## src/hw/rtl/nsfa_pkg.sv

```systemverilog
// shared types, constants and width helpers for the nearest source face assign block
package nsfa_pkg;

    localparam int MAX_SOURCES_DEF = 64;
    localparam int MAX_VERTS_DEF   = 4;
    localparam int QUEUE_DEPTH     = 2;

    localparam int COORD_W = 32;
    localparam int FACE_W  = 20;
    localparam int SIDX_W  = 6;
    localparam int OIDX_W  = 6;
    localparam int NS_W    = 7;

    localparam int S_TDATA_W = 128;
    localparam int M_TDATA_W = 32;

    typedef enum logic {
        FUNC_LOAD   = 1'b0,
        FUNC_VERTEX = 1'b1
    } func_t;

    typedef enum logic {
        JOB_LOAD = 1'b0,
        JOB_FACE = 1'b1
    } job_kind_t;

    typedef struct packed {
        logic full;
        logic empty;
    } q_status_t;

    function automatic int sum_bits(int mv);
        return COORD_W + 1 + $clog2(mv);
    endfunction

    function automatic int job_bits(int ms, int mv);
        return 1 + FACE_W + $clog2(mv + 1) + $clog2(ms) + 3 * sum_bits(mv);
    endfunction

endpackage

```

## src/hw/rtl/nsfa_front.sv

```systemverilog
// front end: accepts requests, sums face vertices and queues loads and face searches
module nsfa_front #(
    parameter int MAX_SOURCES = nsfa_pkg::MAX_SOURCES_DEF,
    parameter int MAX_VERTS   = nsfa_pkg::MAX_VERTS_DEF
) (
    input  logic                                           clk,
    input  logic                                           rst_n,
    input  logic                                           in_valid,
    output logic                                           in_ready,
    input  nsfa_pkg::func_t                                func,
    input  logic [nsfa_pkg::SIDX_W-1:0]                    source_index,
    input  logic signed [nsfa_pkg::COORD_W-1:0]            coord_x,
    input  logic signed [nsfa_pkg::COORD_W-1:0]            coord_y,
    input  logic signed [nsfa_pkg::COORD_W-1:0]            coord_z,
    input  logic [nsfa_pkg::FACE_W-1:0]                    face_id,
    input  logic                                           last_vertex,
    input  nsfa_pkg::q_status_t                            q_status,
    output logic                                           q_push,
    output logic [nsfa_pkg::job_bits(MAX_SOURCES, MAX_VERTS)-1:0] q_wdata
);
    import nsfa_pkg::*;

    localparam int AW    = $clog2(MAX_SOURCES);
    localparam int VCW   = $clog2(MAX_VERTS + 1);
    localparam int SUM_W = sum_bits(MAX_VERTS);

    typedef struct packed {
        job_kind_t                kind;
        logic [FACE_W-1:0]        face;
        logic [VCW-1:0]           n;
        logic [AW-1:0]            idx;
        logic signed [SUM_W-1:0]  x;
        logic signed [SUM_W-1:0]  y;
        logic signed [SUM_W-1:0]  z;
    } job_t;

    logic signed [SUM_W-1:0] sum_x_reg, sum_y_reg, sum_z_reg;
    logic signed [SUM_W-1:0] sum_x_next, sum_y_next, sum_z_next;
    logic [VCW-1:0]          cnt_reg, cnt_next;
    logic                    accept, is_load, idx_ok, can_add;
    job_t                    job;

    assign in_ready = !q_status.full;
    assign accept   = in_valid && in_ready;
    assign is_load  = (func == FUNC_LOAD);
    assign idx_ok   = int'(source_index) < MAX_SOURCES;
    assign can_add  = cnt_reg < VCW'(MAX_VERTS);

    always_comb
    begin
        sum_x_next = sum_x_reg;
        sum_y_next = sum_y_reg;
        sum_z_next = sum_z_reg;
        cnt_next   = cnt_reg;
        if (can_add)
        begin
            sum_x_next = sum_x_reg + SUM_W'(coord_x);
            sum_y_next = sum_y_reg + SUM_W'(coord_y);
            sum_z_next = sum_z_reg + SUM_W'(coord_z);
            cnt_next   = cnt_reg + VCW'(1);
        end
    end

    always_comb
    begin
        job.kind = is_load ? JOB_LOAD : JOB_FACE;
        job.face = face_id;
        job.n    = cnt_next;
        job.idx  = AW'(source_index);
        job.x    = is_load ? SUM_W'(coord_x) : sum_x_next;
        job.y    = is_load ? SUM_W'(coord_y) : sum_y_next;
        job.z    = is_load ? SUM_W'(coord_z) : sum_z_next;
    end

    assign q_wdata = job;
    assign q_push  = accept && (is_load ? idx_ok : last_vertex);

    always_ff @(posedge clk or negedge rst_n)
    begin
        if (!rst_n)
        begin
            sum_x_reg <= '0;
            sum_y_reg <= '0;
            sum_z_reg <= '0;
            cnt_reg   <= '0;
        end
        else if (accept && !is_load)
        begin
            if (last_vertex)
            begin
                sum_x_reg <= '0;
                sum_y_reg <= '0;
                sum_z_reg <= '0;
                cnt_reg   <= '0;
            end
            else
            begin
                sum_x_reg <= sum_x_next;
                sum_y_reg <= sum_y_next;
                sum_z_reg <= sum_z_next;
                cnt_reg   <= cnt_next;
            end
        end
    end

endmodule

```

## config.mk

```make
export PLATFORM = sky130hd
export DESIGN_NAME = nsfa_front
export DESIGN_NICKNAME = d
export VERILOG_FILES = /design/src/hw/rtl/nsfa_pkg.sv /design/src/hw/rtl/nsfa_front.sv
export SDC_FILE = /design/constraint.sdc
export NUM_CORES = 1
export LEC_CHECK = 0
export BUFFER_PORTS_ARGS = -buffer_cell sky130_fd_sc_hd__clkbuf_2
export CORE_MARGIN = 8
export CORE_UTILIZATION = 45
export DETAILED_ROUTE_END_ITERATION = 16
export GPL_TIMING_DRIVEN = 0
export PLACE_DENSITY = 0.68
export SETUP_SLACK_MARGIN = 0.05
export SLEW_MARGIN = 25
export SYNTH_ARGS = -nofsm -noshare
export SYNTH_HDL_FRONTEND = slang
export SYNTH_SLANG_ARGS = --single-unit
```

## constraint.sdc

```tcl
create_clock -name clk -period 3.5 [get_ports clk]
set_input_delay 0.35 -clock clk [delete_from_list [all_inputs] [get_ports clk]]
set_output_delay 0.35 -clock clk [all_outputs]
set_load 0.02 [all_outputs]
```

==> metrics.cfg <==
[status]
status = complete, but fails checks
failed_checks = negative setup slack

[worst_setup_path]
arrival_ns = 3.55
crit_required_ns = 3.15
crit_type = reg -> out
cp-end-kind = output pin
cp-start-kind = flip-flop
r2r_slack_ns = 0.45
cp_common_cell = a21oi_2
cpPeakStageDelay_ns = 0.52
worst-path-max-fanout = 3
slowest_stage = or4_4
path_cells = ha_2 -> fa_2 -> a211oi_2 -> o21bai_2 -> o22ai_4 -> o41ai_4 -> a21oi_2 -> a31oi_4 -> a21oi_2 -> and4b_1 -> or4_4 -> buf_8

[global_routing]
grtUsageTotal_pct = 28.5
grt_max_degree = 63
grt_first_pass_wirelength_mm = 70.8
grt_pass1_vias = 13000
antenna_found_initial = 0
grt_remaining_overflow = 0

[clock_tree]
cts_tree = built
clk_path_buf_depth = 2
cts.sinks = 108
h-tree-depth = 3
root_buffer = clkbuf_16
cts_made_buffers = 9
clk_pin_slew_worst_paths_ns = 0.08
clk_latency_ns = 0.37

[timing]
fmax_mhz = 257
rsz0062_at_grt = yes
finClkSkew_ns = 0.00961
slew_viol_final = 0
setup_ws_ns = -0.396
setup_viol = 16
tightest_slew_ns = 1.04
fin_crit_sh_pct = 111
fin_crit_ns = 3.90
slew_headroom_pct = 30.4
finalHoldViolCount = 0

[cells_and_area]
layout.cells.non_filler = 2192
stdcell_area_um2 = 16300
multi_input_area_um2 = 9820
fill_cells = 2254
drive_above_1_share_pct = 33.7
finalNetCount = 2087
seq_area_um2 = 2710
area_growth_pct = 39.4
mostFrequentLayoutCell = clkbuf_2
diodes = 0
final_cell_mix = clkbuf_2, nand2_1, buf_4

[yosys]
synth_compound_area_share_pct = 30.7
async_flop_share_pct = 100
muxShareOfSynthArea_pct = 4.30
synth_nets = 1740
syn_avg_cell_area_um2 = 7.75
synthesis.area_um2 = 11700
synth-simple-area-share_pct = 17.1
yosysUniqueCellTypes = 84
yosys.area_share.xor_xnor_pct = 7.43
yosysWarnings = 0
synth_edf_count = 0
synth_top_family_by_area = compound AO/OA/AOI/OAI gates
yosysTopAreaCell = dfrtp_1
syn_inst = 1505
synth.area.top_cells = dfrtp_1, ha_1, a21oi_1
seq_area_frac_synth_pct = 23.2
synth-main-ff-cell = dfrtp_1
synth-seq-cells = 108
synth_top_area_share_pct = 23.2
synthAdderAreaFrac_pct = 11.6

[floorplan]
boundaryPins = 266
fp.dieH_um = 177
die_width_um = 177
fp.coreArea_um2 = 25800
num_rows = 59
dieArea_um2 = 31300
initial_utilization_pct = 45.3

[pwr]
irDropWorstVdd_v = 0.000435
power.density_nw_per_um2 = 826
total_power_mw = 13.4
p_leak_nw = 7.67

[route]
drt-initial-drc-count = 1152
dr.pass1.iters = 5
drc = 0
vias = 13400
ant_nets = 0
routedWlPerCell_um = 21.8
via_per_inst = 6.11
wirelength_mm = 47.7

[min_path]
hp-class = in -> reg

[place]
dp_hpwl_mm = 34.1
placed_area_um2 = 13300
port_buffers = 238
gp_congestion = 0.999
dp_cells = 2080

[run]
drv_cap = 0

==> layer usage <==
metal / track usage [%] / wire (µm) / vias to the layer above
met5: 0 / 0 / -
met4: 11.9 / 1830 / 0
met3: 5.25 / 3950 / 127
met2: 45.8 / 22000 / 642
met1: 37.0 / 19900 / 6457
li1: - / - / 6175
==> cell usage after synthesis (all sizes together) (7+ instances only) <==
cell type,count
nand2,188
a21oi,176
nor2,138
dfrtp,108
o21ai,106
ha,103
clkbuf,70
xnor2,67
a22o,66
a31oi,51
buf,45
a21o,40
mux2i,40
inv,35
xor2,32
nand3,31
nand4,20
nor3,18
o21a,12
nor2b,11
o21bai,10
a211oi,9
mux2,9
and2,8
and3,8
o211ai,7
o221ai,7
o31ai,7
==> worst max-delay path: cells and delay by family, from the launching register on <==
kind,cells,cell delay (ns)
buffers and inverters,1,0.16
flip-flops,1,0.39
adder cells (fa/ha/maj),2,0.59
AO/OA/AOI/OAI,7,1.30
AND/OR/NAND/NOR,2,0.73
==> through the flow <==
step | worst slack (ns) | util, % | setup TNS [ns] | hold WS, ns
after floorplan | 0.162 | - | 0 | 0.0544
after detailed placement | -0.536 | 51.7 | -2.93 | 0.342
after global placement | -0.551 | 51.5 | -3.01 | 0.491
final | -0.396 | 63.1 | -2.20 | 0.384
after global routing | -0.430 | 63.1 | -3.99 | 0.389
after CTS | -0.352 | 58.6 | -1.21 | 0.379
==> cell type report <==
cell class	count	share of cell area, %
multi-input cells	1247	60.4
flip-flops and latches	108	16.6
repair buffers	350	14.2
plain buffers	101	3.09
well taps	335	2.58
clock buffers	12	1.52
inverters	35	0.808
clock inverters	4	0.739
==> power breakdown <==
group          switching (mW)  internal (mW)
registers               0.459           1.70
logic                    5.42           4.51
clock network           0.543          0.795
total                    6.42           7.01
==> what timing repair did <==
action / 4_1_cts / 5_1_grt
resized for setup: 189 / 195
buffers inserted: 55 / 55
pin swaps: 82 / 112
endpoints found under the hold margin: 46 / 0
endpoints found under the setup margin: 51 / 57
hold buffers: 1 / 0
==> cells by family after synthesis <==
kind of cell / after synthesis
adder cells (fa/ha/maj): 106
buffers and inverters: 150
multiplexers: 49
AND/OR/NAND/NOR: 452
flip-flops: 108
XOR/XNOR: 99
AO/OA/AOI/OAI: 541
==> worst paths after layout <==
kind / from / to / depth (start not counted)
max: sum_x_reg[0] / q_wdata[104] / 12
min: coord_y[0] / sum_y_reg[0] / 3
max reg2reg: sum_y_reg[0] / sum_y_reg[34] / 13
min reg2reg: sum_x_reg[25] / sum_x_reg[25] / 2
max in group asynchronous: rst_n / sum_z_reg[26] / 3
min in group asynchronous: rst_n / sum_x_reg[17] / 2
(Power assumes the default switching activity.)
