[src/hw/rtl/nsfa_pkg.sv]
// shared types, constants and width helpers for the nearest source face assign block
package nsfa_pkg;

    localparam int MAX_SOURCES_DEF = 64;
    localparam int MAX_VERTS_DEF   = 4;
    localparam int QUEUE_DEPTH     = 2;

    localparam int COORD_W = 32;
    localparam int FACE_W  = 20;
    localparam int SIDX_W  = 6;
    localparam int OIDX_W  = 6;
    localparam int NS_W    = 7;

    localparam int S_TDATA_W = 128;
    localparam int M_TDATA_W = 32;

    typedef enum logic {
        FUNC_LOAD   = 1'b0,
        FUNC_VERTEX = 1'b1
    } func_t;

    typedef enum logic {
        JOB_LOAD = 1'b0,
        JOB_FACE = 1'b1
    } job_kind_t;

    typedef struct packed {
        logic full;
        logic empty;
    } q_status_t;

    function automatic int sum_bits(int mv);
        return COORD_W + 1 + $clog2(mv);
    endfunction

    function automatic int job_bits(int ms, int mv);
        return 1 + FACE_W + $clog2(mv + 1) + $clog2(ms) + 3 * sum_bits(mv);
    endfunction

endpackage

[src/hw/rtl/nsfa_queue.sv]
// short job queue between front end and search engine
module nsfa_queue #(
    parameter int W     = 8,
    parameter int DEPTH = nsfa_pkg::QUEUE_DEPTH
) (
    input  logic                clk,
    input  logic                rst_n,
    input  logic                push,
    input  logic [W-1:0]        wdata,
    input  logic                pop,
    output logic [W-1:0]        rdata,
    output nsfa_pkg::q_status_t status
);
    import nsfa_pkg::*;

    localparam int PW = (DEPTH > 1) ? $clog2(DEPTH) : 1;
    localparam int CW = $clog2(DEPTH + 1);

    logic [W-1:0]  entry_reg [DEPTH];
    logic [PW-1:0] wr_ptr_reg, rd_ptr_reg;
    logic [CW-1:0] count_reg;

    assign status.full  = (count_reg == CW'(DEPTH));
    assign status.empty = (count_reg == '0);
    assign rdata        = entry_reg[rd_ptr_reg];

    always_ff @(posedge clk)
    begin
        if (push)
        begin
            entry_reg[wr_ptr_reg] <= wdata;
        end
    end

    always_ff @(posedge clk or negedge rst_n)
    begin
        if (!rst_n)
        begin
            wr_ptr_reg <= '0;
            rd_ptr_reg <= '0;
            count_reg  <= '0;
        end
        else
        begin
            if (push)
            begin
                wr_ptr_reg <= (wr_ptr_reg == PW'(DEPTH - 1)) ? '0 : wr_ptr_reg + PW'(1);
            end
            if (pop)
            begin
                rd_ptr_reg <= (rd_ptr_reg == PW'(DEPTH - 1)) ? '0 : rd_ptr_reg + PW'(1);
            end
            if (push && !pop)
            begin
                count_reg <= count_reg + CW'(1);
            end
            else if (pop && !push)
            begin
                count_reg <= count_reg - CW'(1);
            end
        end
    end

endmodule

[config.mk]
export PLATFORM = sky130hd
export DESIGN_NAME = nsfa_queue
export DESIGN_NICKNAME = d
export VERILOG_FILES = /design/src/hw/rtl/nsfa_pkg.sv /design/src/hw/rtl/nsfa_queue.sv
export SDC_FILE = /design/constraint.sdc
export NUM_CORES = 1
export LEC_CHECK = 0
export BUFFER_PORTS_ARGS = -buffer_cell sky130_fd_sc_hd__buf_2
export CAP_MARGIN = 10
export CORE_AREA = 2 2 44 46
export DETAILED_ROUTE_END_ITERATION = 10
export DIE_AREA = 0 0 46 48
export MAX_ROUTING_LAYER = met4
export PLACE_DENSITY = 0.66
export SLEW_MARGIN = 20
export SYNTH_ARGS = -nofsm -noshare
export SYNTH_HDL_FRONTEND = slang
export SYNTH_SLANG_ARGS = --single-unit
[constraint.sdc]
create_clock -name clk -period 1.7 [get_ports clk]
set_input_delay 0.34 -clock clk [delete_from_list [all_inputs] [get_ports clk]]
set_output_delay 0.34 -clock clk [all_outputs]
set_load 0.02 [all_outputs]
==> impl_metrics.csv, run 1 <==
group,metric,value,unit
setup_path,crit_fanout,9,
route,vias,428,
sta,min_period,1.65,ns
logic_synthesis,netlist_area,771,sq um
sta,fin_tns_setup,0,ns
clocking,path_clk_slew,0.12,ns
clocking,clk_path_buf_depth,2,
setup_path,start_kind,"flip-flop",
placement,io_buffers,21,
sta,fmax,608,MHz
layout,fillers,136,
clocking,htree_num_levels,1,
floorplanning,rows,15,
layout,nets,82,
floorplanning,core_area,0.00169,sq mm
clocking,root_buffer,"clkbuf_4",
job,drv_cap,0,
placement,pre_cts_ws,0.254,ns
sta,setup_viol,0,
power_and_ir_drop,ir_drop,0.874,mV
floorplanning,fp.dieArea,0.00221,sq mm
floorplanning,num_io_pins,22,
hold_path,hold_class,"input pin to flip-flop",
global_route,grt_pass1_wl,1770,microns
sta,timing.final.hold_violations,0,
logic_synthesis,synth_nets,54,
sta,relSlewSlack,0.740,
power_and_ir_drop,p_per_area,1700,mW/mm^2
layout,num_antenna_cells,0,
floorplanning,initial_core_util,0.456,
floorplanning,die-width,46,microns
global_route,track_usage,0.125,
sta,timing.hold.ws,0.222,ns
sta,skew,0.0127,ns
route,viasPerCell,5.04,
clocking,insertion_delay,0.30,ns
floorplanning,dieHeight,48,microns
logic_synthesis,ys_seq_area_frac,0.753,
route,wire_per_inst,12.6,microns
layout,drive_above_1_share,0.544,
sta,tightest_slew,0.389,ns
setup_path,worstSetupPathType,"flip-flop to output port",
sta,rsz0062_at_grt,"yes",
layout,area_growth,25.2,%
route,wl,1070,microns
global_route,antenna_found_initial,0,
logic_synthesis,synth.area.top_cells,"edfxtp_1 62%, dfrtp_1 13%, mux2_2 12%",
global_route,grt_pass1_vias,420,
route,drc,0,
sta,fin_ws,0.0548,ns
logic_synthesis,postSynthCellCount,41,
setup_path,required,1.36,ns
logic_synthesis,synth.distinct_cells,12,
route,antenna_left,0,
logic_synthesis,ys_warn_count,0,
route,drt-pass1-iter-count,2,
clocking,cts_sinks,20,
sta,report.final.slew_viol_count,0,
layout,largest_reg_flops,16,
logic_synthesis,ys_ff_latch,20,
global_route,grt_max_degree,13,
sta,period_share,0.968,
route,drt_iter0_drc,1,
power_and_ir_drop,p_leak,0.401,nW
run_status,status,"complete, no violations",
placement,gp_congestion,0.669,
clocking,cts_buffers,3,
setup_path,cp-end-kind,"output port",
global_route,overflow,0,
layout,final_core_utilization,0.571,
logic_synthesis,postSynthAreaPerCell,18.8,sq um
power_and_ir_drop,power,1.64,mW
clocking,cts_tree,"done",
setup_path,cp.arrival,1.31,ns
logic_synthesis,synth_top_cell_by_area,"edfxtp_1",
logic_synthesis,netlist.area_leader.share,0.623,
-- synth_stat cells (all sizes together) --
master,number
ha,1
buf,1
inv,1
and2b,1
mux2,8
nor2b,1
xor2,4
nor2,2
edfxtp,16
dfrtp,4
and2,1
xnor2,1
-- critical path, stage by stage, from the launching register on --
cell and delay [ns]:
dfrtp_2 0.49, mux2_2 0.35, buf_2 0.16
-- layout by cell type, fill, tap and decap left out --
master | synthesis | layout
buf_2 | 0 | 21
edfxtp_1 | 16 | 16
mux2_2 | 8 | 8
xor2_1 | 4 | 4
clkbuf_4 | 0 | 3
dfrtp_1 | 4 | 3
nor2_1 | 2 | 2
buf_4 | 0 | 2
inv_1 | 1 | 1
and2_1 | 1 | 1
and2b_2 | 1 | 1
nor2b_1 | 1 | 1
xnor2_1 | 1 | 1
ha_1 | 1 | 1
bufinv_16 | 0 | 1
dlygate4sd3_1 | 0 | 1
dfrtp_2 | 0 | 1
-- layer usage --
layer  global-route usage  up-vias  routed length [microns]
li1                     -      202                        -
met2                0.203       14                      528
met4               0.0686        0                        6
met3               0.0340        2                       61
met5                    -        -                        0
met1                0.140      210                      474
-- cell type report --
cell class                      count  area, sq um  area share
Sequential cell                    20          582       0.603
Multi-Input combinational cell     19          175       0.182
Timing Repair Buffer               24          130       0.135
Clock inverter                      1         30.0      0.0311
Clock buffer                        3         22.5      0.0233
Tap cell                           17         21.3      0.0220
Inverter                            1         3.75     0.00389
-- metrics by stage --
stage | area (sq um) | cells
floorplan | 771 | 41
global placement | 893 | 79
detailed placement | 893 | 79
CTS | 957 | 84
global route | 965 | 85
finish | 965 | 85
-- path summary, 6_finish.rpt --
kind	start	endpoint	slack, ns	cells after the start
max in group asynchronous	rst_n	rd_ptr_reg	1.21	2
hold reg to reg	wr_ptr_reg	wr_ptr_reg	0.49	1
setup reg to reg	wr_ptr_reg	entry_reg[0][1]	0.49	2
hold / removal	wdata[7]	entry_reg[1][7]	0.22	1
min in group asynchronous	rst_n	wr_ptr_reg	0.35	2
setup / recovery	rd_ptr_reg	rdata[0]	0.05	2
-- power breakdown --
| group | leakage, nW | internal, mW | switching, mW |
|---|---|---|---|
| registers | 0.196 | 0.668 | 0.0854 |
| clock network | 0.0279 | 0.238 | 0.138 |
| logic | 0.178 | 0.239 | 0.270 |
| total | 0.401 | 1.14 | 0.494 |
-- cell families (layout without fill, tap and decap cells) --
| family | after synthesis | count (layout) | synth area share |
|---|---|---|---|
| AND/OR/NAND/NOR | 5 | 5 | 0.0374 |
| flip-flops | 20 | 20 | 0.753 |
| multiplexers | 8 | 8 | 0.117 |
| adder cells (fa/ha/maj) | 1 | 1 | 0.0162 |
| buffers and inverters | 2 | 29 | 0.0195 |
| XOR/XNOR | 5 | 5 | 0.0568 |
-- timing repair --
action,CTS,global route
setup buffers,0,1
gates resized for setup,1,0
hold buffers,1,0
endpoints found under the setup margin,8,7
hold endpoints to repair,4,0
No activity file was read; power rests on OpenSTA's default activity.
==> run 2, diff against run 1 <==
--- a/config.mk
+++ b/config.mk
@@ -5,6 +5,7 @@
 export SDC_FILE = /design/constraint.sdc
 export NUM_CORES = 1
 export LEC_CHECK = 0
+export ABC_CLOCK_PERIOD_IN_PS = 1700
 export BUFFER_PORTS_ARGS = -buffer_cell sky130_fd_sc_hd__buf_2
 export CAP_MARGIN = 10
 export CORE_AREA = 2 2 44 46
==> constraint.sdc (replaced) <==
create_clock -name clk -period 1.7 [get_ports clk]
set_input_delay 0.085 -clock clk [delete_from_list [all_inputs] [get_ports clk]]
set_output_delay 0.085 -clock clk [all_outputs]
set_load 0.02 [all_outputs]
==> run 2 against run 1 <==
Via count rose by 3.3%. Routed wire length rose by 8.0%. Flip-flop and latch count did not move. Hold slack got worse by 0.11 ns. Global-route usage fell by 0.17 points. Cell count rose by 11%. Sequential share of layout area fell by 4.5 points. Count of clock-buffer cells in the layout rose by 1. Maximum frequency rose by 8.8%. Clock skew fell by 0.0081 ns. Setup slack improved by 0.13 ns.
==> impl_metrics.csv, run 2 (synthesized netlist as in run 1, its figures left out) <==
group,metric,value,unit
route,drt-pass1-iter-count,3,
global_route,grt_max_degree,12,
clocking,cts_sinks,20,
sta,setup_viol,0,
layout,area_growth,34.9,%
global_route,grt_pass1_vias,447,
clocking,insertion_delay,0.29,ns
layout,num_antenna_cells,0,
sta,fin_tns_setup,0,ns
run_status,status,"complete, no violations",
layout,nets,91,
sta,timing.hold.ws,0.115,ns
sta,period_share,0.889,
route,vias,442,
placement,gp_congestion,0.688,
power_and_ir_drop,power,1.53,mW
floorplanning,rows,15,
global_route,grt_pass1_wl,1840,microns
power_and_ir_drop,p_leak,0.432,nW
sta,rsz0062_at_grt,"no",
route,viasPerCell,4.70,
setup_path,slowest_stage,"dfrtp_1",
floorplanning,core_area,0.00169,sq mm
clocking,cts_resized,0,
setup_path,rr_endpoint,"entry_reg[0][3]",
sta,skew,0.00464,ns
layout,drive_above_1_share,0.455,
clocking,clk_path_buf_depth,2,
setup_path,required,1.62,ns
power_and_ir_drop,p_per_area,1470,mW/mm^2
clocking,cts_tree,"done",
hold_path,hold_class,"input pin to asynchronous set/reset pin",
sta,report.final.slew_viol_count,0,
route,drc,0,
setup_path,worstSetupPathType,"flip-flop to output port",
setup_path,worstReg2RegStart,"wr_ptr_reg",
global_route,overflow,0,
setup_path,cp-end-kind,"output port",
setup_path,rrSetupSlack,0.49,ns
power_and_ir_drop,ir_drop,0.805,mV
placement,dp.cells,79,
floorplanning,initial_core_util,0.456,
layout,fillers,128,
route,wl,1160,microns
sta,min_period,1.51,ns
route,antenna_left,0,
setup_path,crit_fanout,9,
placement,io_buffers,21,
setup_path,cp.arrival,1.43,ns
global_route,track_usage,0.123,
sta,fmax,661,MHz
clocking,cts_buffers,3,
layout,largest_reg_flops,16,
sta,relSlewSlack,0.739,
job,drv_cap,0,
global_route,antenna_found_initial,0,
setup_path,path_cells,"mux2_2 -> buf_2",
route,drt_iter0_drc,9,
floorplanning,num_io_pins,22,
layout,final_cell_mix,"21 x buf_2, 16 x edfxtp_1, 11 x dlygate4sd3_1, 8 x mux2_2",
floorplanning,fp.dieArea,0.00221,sq mm
clocking,cts_hold_buf,11,
setup_path,worst-path-buf-inv,1,
setup_path,startpoint,"rd_ptr_reg",
sta,tightest_slew,0.392,ns
setup_path,cpPeakStageDelay,0.59,ns
clocking,path_clk_slew,0.11,ns
sta,timing.final.hold_violations,0,
clocking,post-cts-setup-buffers,0,
setup_path,crit_family,"flip-flops",
clocking,root_buffer,"clkbuf_4",
layout,final_common_cell,"buf_2",
setup_path,start_kind,"flip-flop",
clocking,htree_num_levels,1,
floorplanning,die-width,46,microns
floorplanning,dieHeight,48,microns
layout,stdcell_count,94,
route,wire_per_inst,12.3,microns
setup_path,r2r_cells,2,
[run 2: changes by cell type in the layout (fill, tap and decap cells not counted), sizes merged]
cell / previous run / this run
bufinv: 1 / 0
buf: 23 / 22
dlygate4sd3: 1 / 11
clkbuf: 3 / 4
[run 2: per-layer routing]
| metal | wire length, microns | part of all wire | vias to the layer above | track usage |
|---|---|---|---|---|
| met2 | 610 | 0.53 | 14 | 0.214 |
| met4 | 0 | 0 | 0 | 0.0343 |
| met5 | 0 | 0 | - | - |
| li1 | - | - | 219 | - |
| met3 | 44 | 0.038 | 0 | 0.0340 |
| met1 | 501 | 0.43 | 209 | 0.140 |
[run 2: worst max-delay path by stage]
stage | endpoint | depth (start not counted) | slack [ns]
floorplan | entry_reg[0][0] | 1 | 0.54
detailed placement | rdata[0] | 2 | 0.50
finish | rdata[4] | 2 | 0.19
global route | rdata[1] | 2 | 0.11
global placement | rdata[7] | 2 | 0.53
CTS | rdata[4] | 2 | 0.16
[run 2: area by class of cell]
class | instances | area, sq um | area share
Sequential cell | 20 | 581 | 0.558
Timing Repair Buffer | 33 | 223 | 0.214
Multi-Input combinational cell | 19 | 175 | 0.168
Clock buffer | 4 | 36.3 | 0.0349
Tap cell | 17 | 21.3 | 0.0205
Inverter | 1 | 3.75 | 0.00361
[run 2: where the power goes]
| part | internal [mW] | switching, mW | leakage (nW) | total (mW) |
|---|---|---|---|---|
| clock | 0.130 | 0.134 | 0.0210 | 0.265 |
| sequential | 0.665 | 0.0947 | 0.197 | 0.759 |
| combinational | 0.240 | 0.264 | 0.215 | 0.504 |
[run 2: metrics by stage]
stage | setup WS, ns | cell area (sq um) | utilization
6_report | 0.188 | 1040 | 0.616
5_1_grt | 0.112 | 1040 | 0.616
4_1_cts | 0.156 | 1040 | 0.616
3_5_place_dp | 0.500 | 893 | 0.529
3_3_place_gp | 0.534 | 893 | 0.529
2_1_floorplan | 0.538 | 771 | -
[run 2: worst reg2reg max path: stages, from the launching register on]
cell     delay [ns]
dfrtp_1        0.42
nor2b_1        0.30
buf_4          0.21
==> run 3, diff against run 2 <==
--- a/config.mk
+++ b/config.mk
@@ -12,7 +12,7 @@
 export DETAILED_ROUTE_END_ITERATION = 10
 export DIE_AREA = 0 0 46 48
 export MAX_ROUTING_LAYER = met4
-export PLACE_DENSITY = 0.66
+export PLACE_DENSITY_LB_ADDON = 0.2
 export SLEW_MARGIN = 20
 export SYNTH_ARGS = -nofsm -noshare
 export SYNTH_HDL_FRONTEND = slang
==> run 3 against run 2 <==
Clock skew barely moved. Routed wire length down 3.5%. Sequential share of layout area is 1.3 points higher. Cell count decreased by 2.1%. Combinational power fell by 0.8%. Setup slack improved by 0.032 ns. Via count shrank 2.0%. First-iteration DRC count down 78%. Die area unchanged. Register-to-register slack improved by 0.13 ns. Largest power group unchanged.
==> impl_metrics.csv, run 3 (synthesized netlist as in run 1, its figures left out) <==
group,metric,value,unit
run_status,status,"complete, no violations",
sta,tightest_slew,0.374,ns
sta,period_share,0.870,
sta,fmax,676,MHz
global_route,overflow,0,
hold_path,whs_path_depth,2,
floorplanning,dieHeight,48,microns
placement,io_buffers,21,
setup_path,worstReg2RegStart,"wr_ptr_reg",
route,wl,1120,microns
global_route,grt_pass1_wl,1550,microns
clocking,cts_sinks,20,
layout,num_antenna_cells,0,
power_and_ir_drop,ir_drop,0.685,mV
route,viasPerCell,4.71,
setup_path,required,1.62,ns
setup_path,worstSetupPathType,"flip-flop to output port",
placement,pre_cts_ws,0.517,ns
sta,fin_ws,0.220,ns
clocking,cts_buffers,3,
route,wire_per_inst,12.1,microns
route,antenna_left,0,
setup_path,startpoint,"rd_ptr_reg",
power_and_ir_drop,p_leak,0.421,nW
setup_path,cp-end-kind,"output port",
setup_path,path_cells,"mux2_2 -> buf_2",
clocking,htree_num_levels,1,
layout,fin_area,0.00102,sq mm
setup_path,cpPeakStageDelay,0.58,ns
sta,fin_tns_setup,0,ns
floorplanning,die-width,46,microns
hold_path,holdPathEnd,"wr_ptr_reg",
setup_path,rr_endpoint,"entry_reg[1][5]",
sta,timing.final.hold_violations,0,
sta,skew,0.00491,ns
floorplanning,initial_core_util,0.456,
layout,largest_reg_flops,16,
setup_path,cp.arrival,1.39,ns
placement,dpl.hpwl,757,microns
layout,final_cell_mix,"21 x buf_2, 16 x edfxtp_1, 10 x dlygate4sd3_1, 8 x mux2_2",
sta,relSlewSlack,0.751,
job,drv_cap,0,
route,drt-pass1-iter-count,2,
hold_path,hold_start,"push",
placement,gp_congestion,0.690,
route,vias,433,
layout,drive_above_1_share,0.453,
sta,min_period,1.48,ns
layout,final_core_utilization,0.601,
route,drc,0,
layout,final_common_cell,"buf_2",
clocking,path_clk_slew,0.09,ns
floorplanning,fp.dieArea,0.00221,sq mm
setup_path,crit_fanout,9,
route,drt_iter0_drc,2,
sta,setup_viol,0,
placement,place_area,893,sq um
global_route,track_usage,0.113,
global_route,antenna_found_initial,0,
setup_path,rrSetupSlack,0.62,ns
layout,nets,90,
power_and_ir_drop,p_per_area,1440,mW/mm^2
global_route,grt_pass1_vias,381,
clocking,clk_path_buf_depth,2,
setup_path,start_kind,"flip-flop",
floorplanning,core_area,0.00169,sq mm
floorplanning,num_io_pins,22,
clocking,insertion_delay,0.29,ns
sta,rsz0062_at_grt,"no",
sta,report.final.slew_viol_count,0,
global_route,grt_max_degree,11,
clocking,root_buffer,"clkbuf_4",
hold_path,hold_class,"input pin to flip-flop",
setup_path,r2r_cells,1,
floorplanning,rows,15,
layout,area_growth,31.8,%
setup_path,slowest_stage,"dfrtp_1",
clocking,cts_tree,"done",
[run 3: worst max-delay path: cells and delay by family (launching register included)]
family,cells,cell delay [ns]
buffers and inverters,1,0.16
multiplexers,1,0.38
flip-flops,1,0.58
[run 3: worst max-delay path by stage]
stage	to	slack, ns	depth (start not counted)
floorplan	entry_reg[0][0]	0.54	1
global placement	rdata[1]	0.54	2
detailed placement	rdata[1]	0.52	2
CTS	rdata[1]	0.18	2
global route	rdata[7]	0.13	2
finish	rdata[1]	0.22	2
[run 3: timing repair]
item	CTS	global route
setup buffers	0	0
gates resized for setup	0	0
hold endpoints to repair	21	0
hold buffers	10	0
endpoints found under the setup margin	0	0
[run 3: per-stage QoR]
stage | power, mW | cells | hold WS (ns)
final | 1.46 | 92 | 0.0179
after global routing | 1.55 | 92 | 0.0173
after CTS | 1.49 | 92 | 0.00365
after detailed placement | 1.26 | 79 | -0.100
after global placement | 1.25 | 79 | -0.105
after floorplan | 1.12 | 41 | -0.211
[run 3: where the power goes]
group	leakage, nW	internal (mW)	switching, mW
sequential	0.197	0.665	0.0906
clock	0.0138	0.0822	0.126
combinational	0.210	0.238	0.262
total	0.421	0.985	0.479
[run 3: final cells by class]
cell class                 instances  area (sq um)
timing repair buffer              32           213
tap                               17          21.3
sequential                        20           581
multi-input combinational         19           175
inverter                           1          3.75
clock buffer                       3          22.5
fill                             140           673
[run 3: per-layer routing]
| layer | global-route usage | wire [microns] | vias to the layer above |
|---|---|---|---|
| met5 | - | 0 | - |
| met4 | 0.0686 | 0 | 0 |
| met3 | 0.0340 | 51 | 0 |
| met2 | 0.178 | 582 | 12 |
| met1 | 0.126 | 482 | 204 |
| li1 | - | - | 217 |
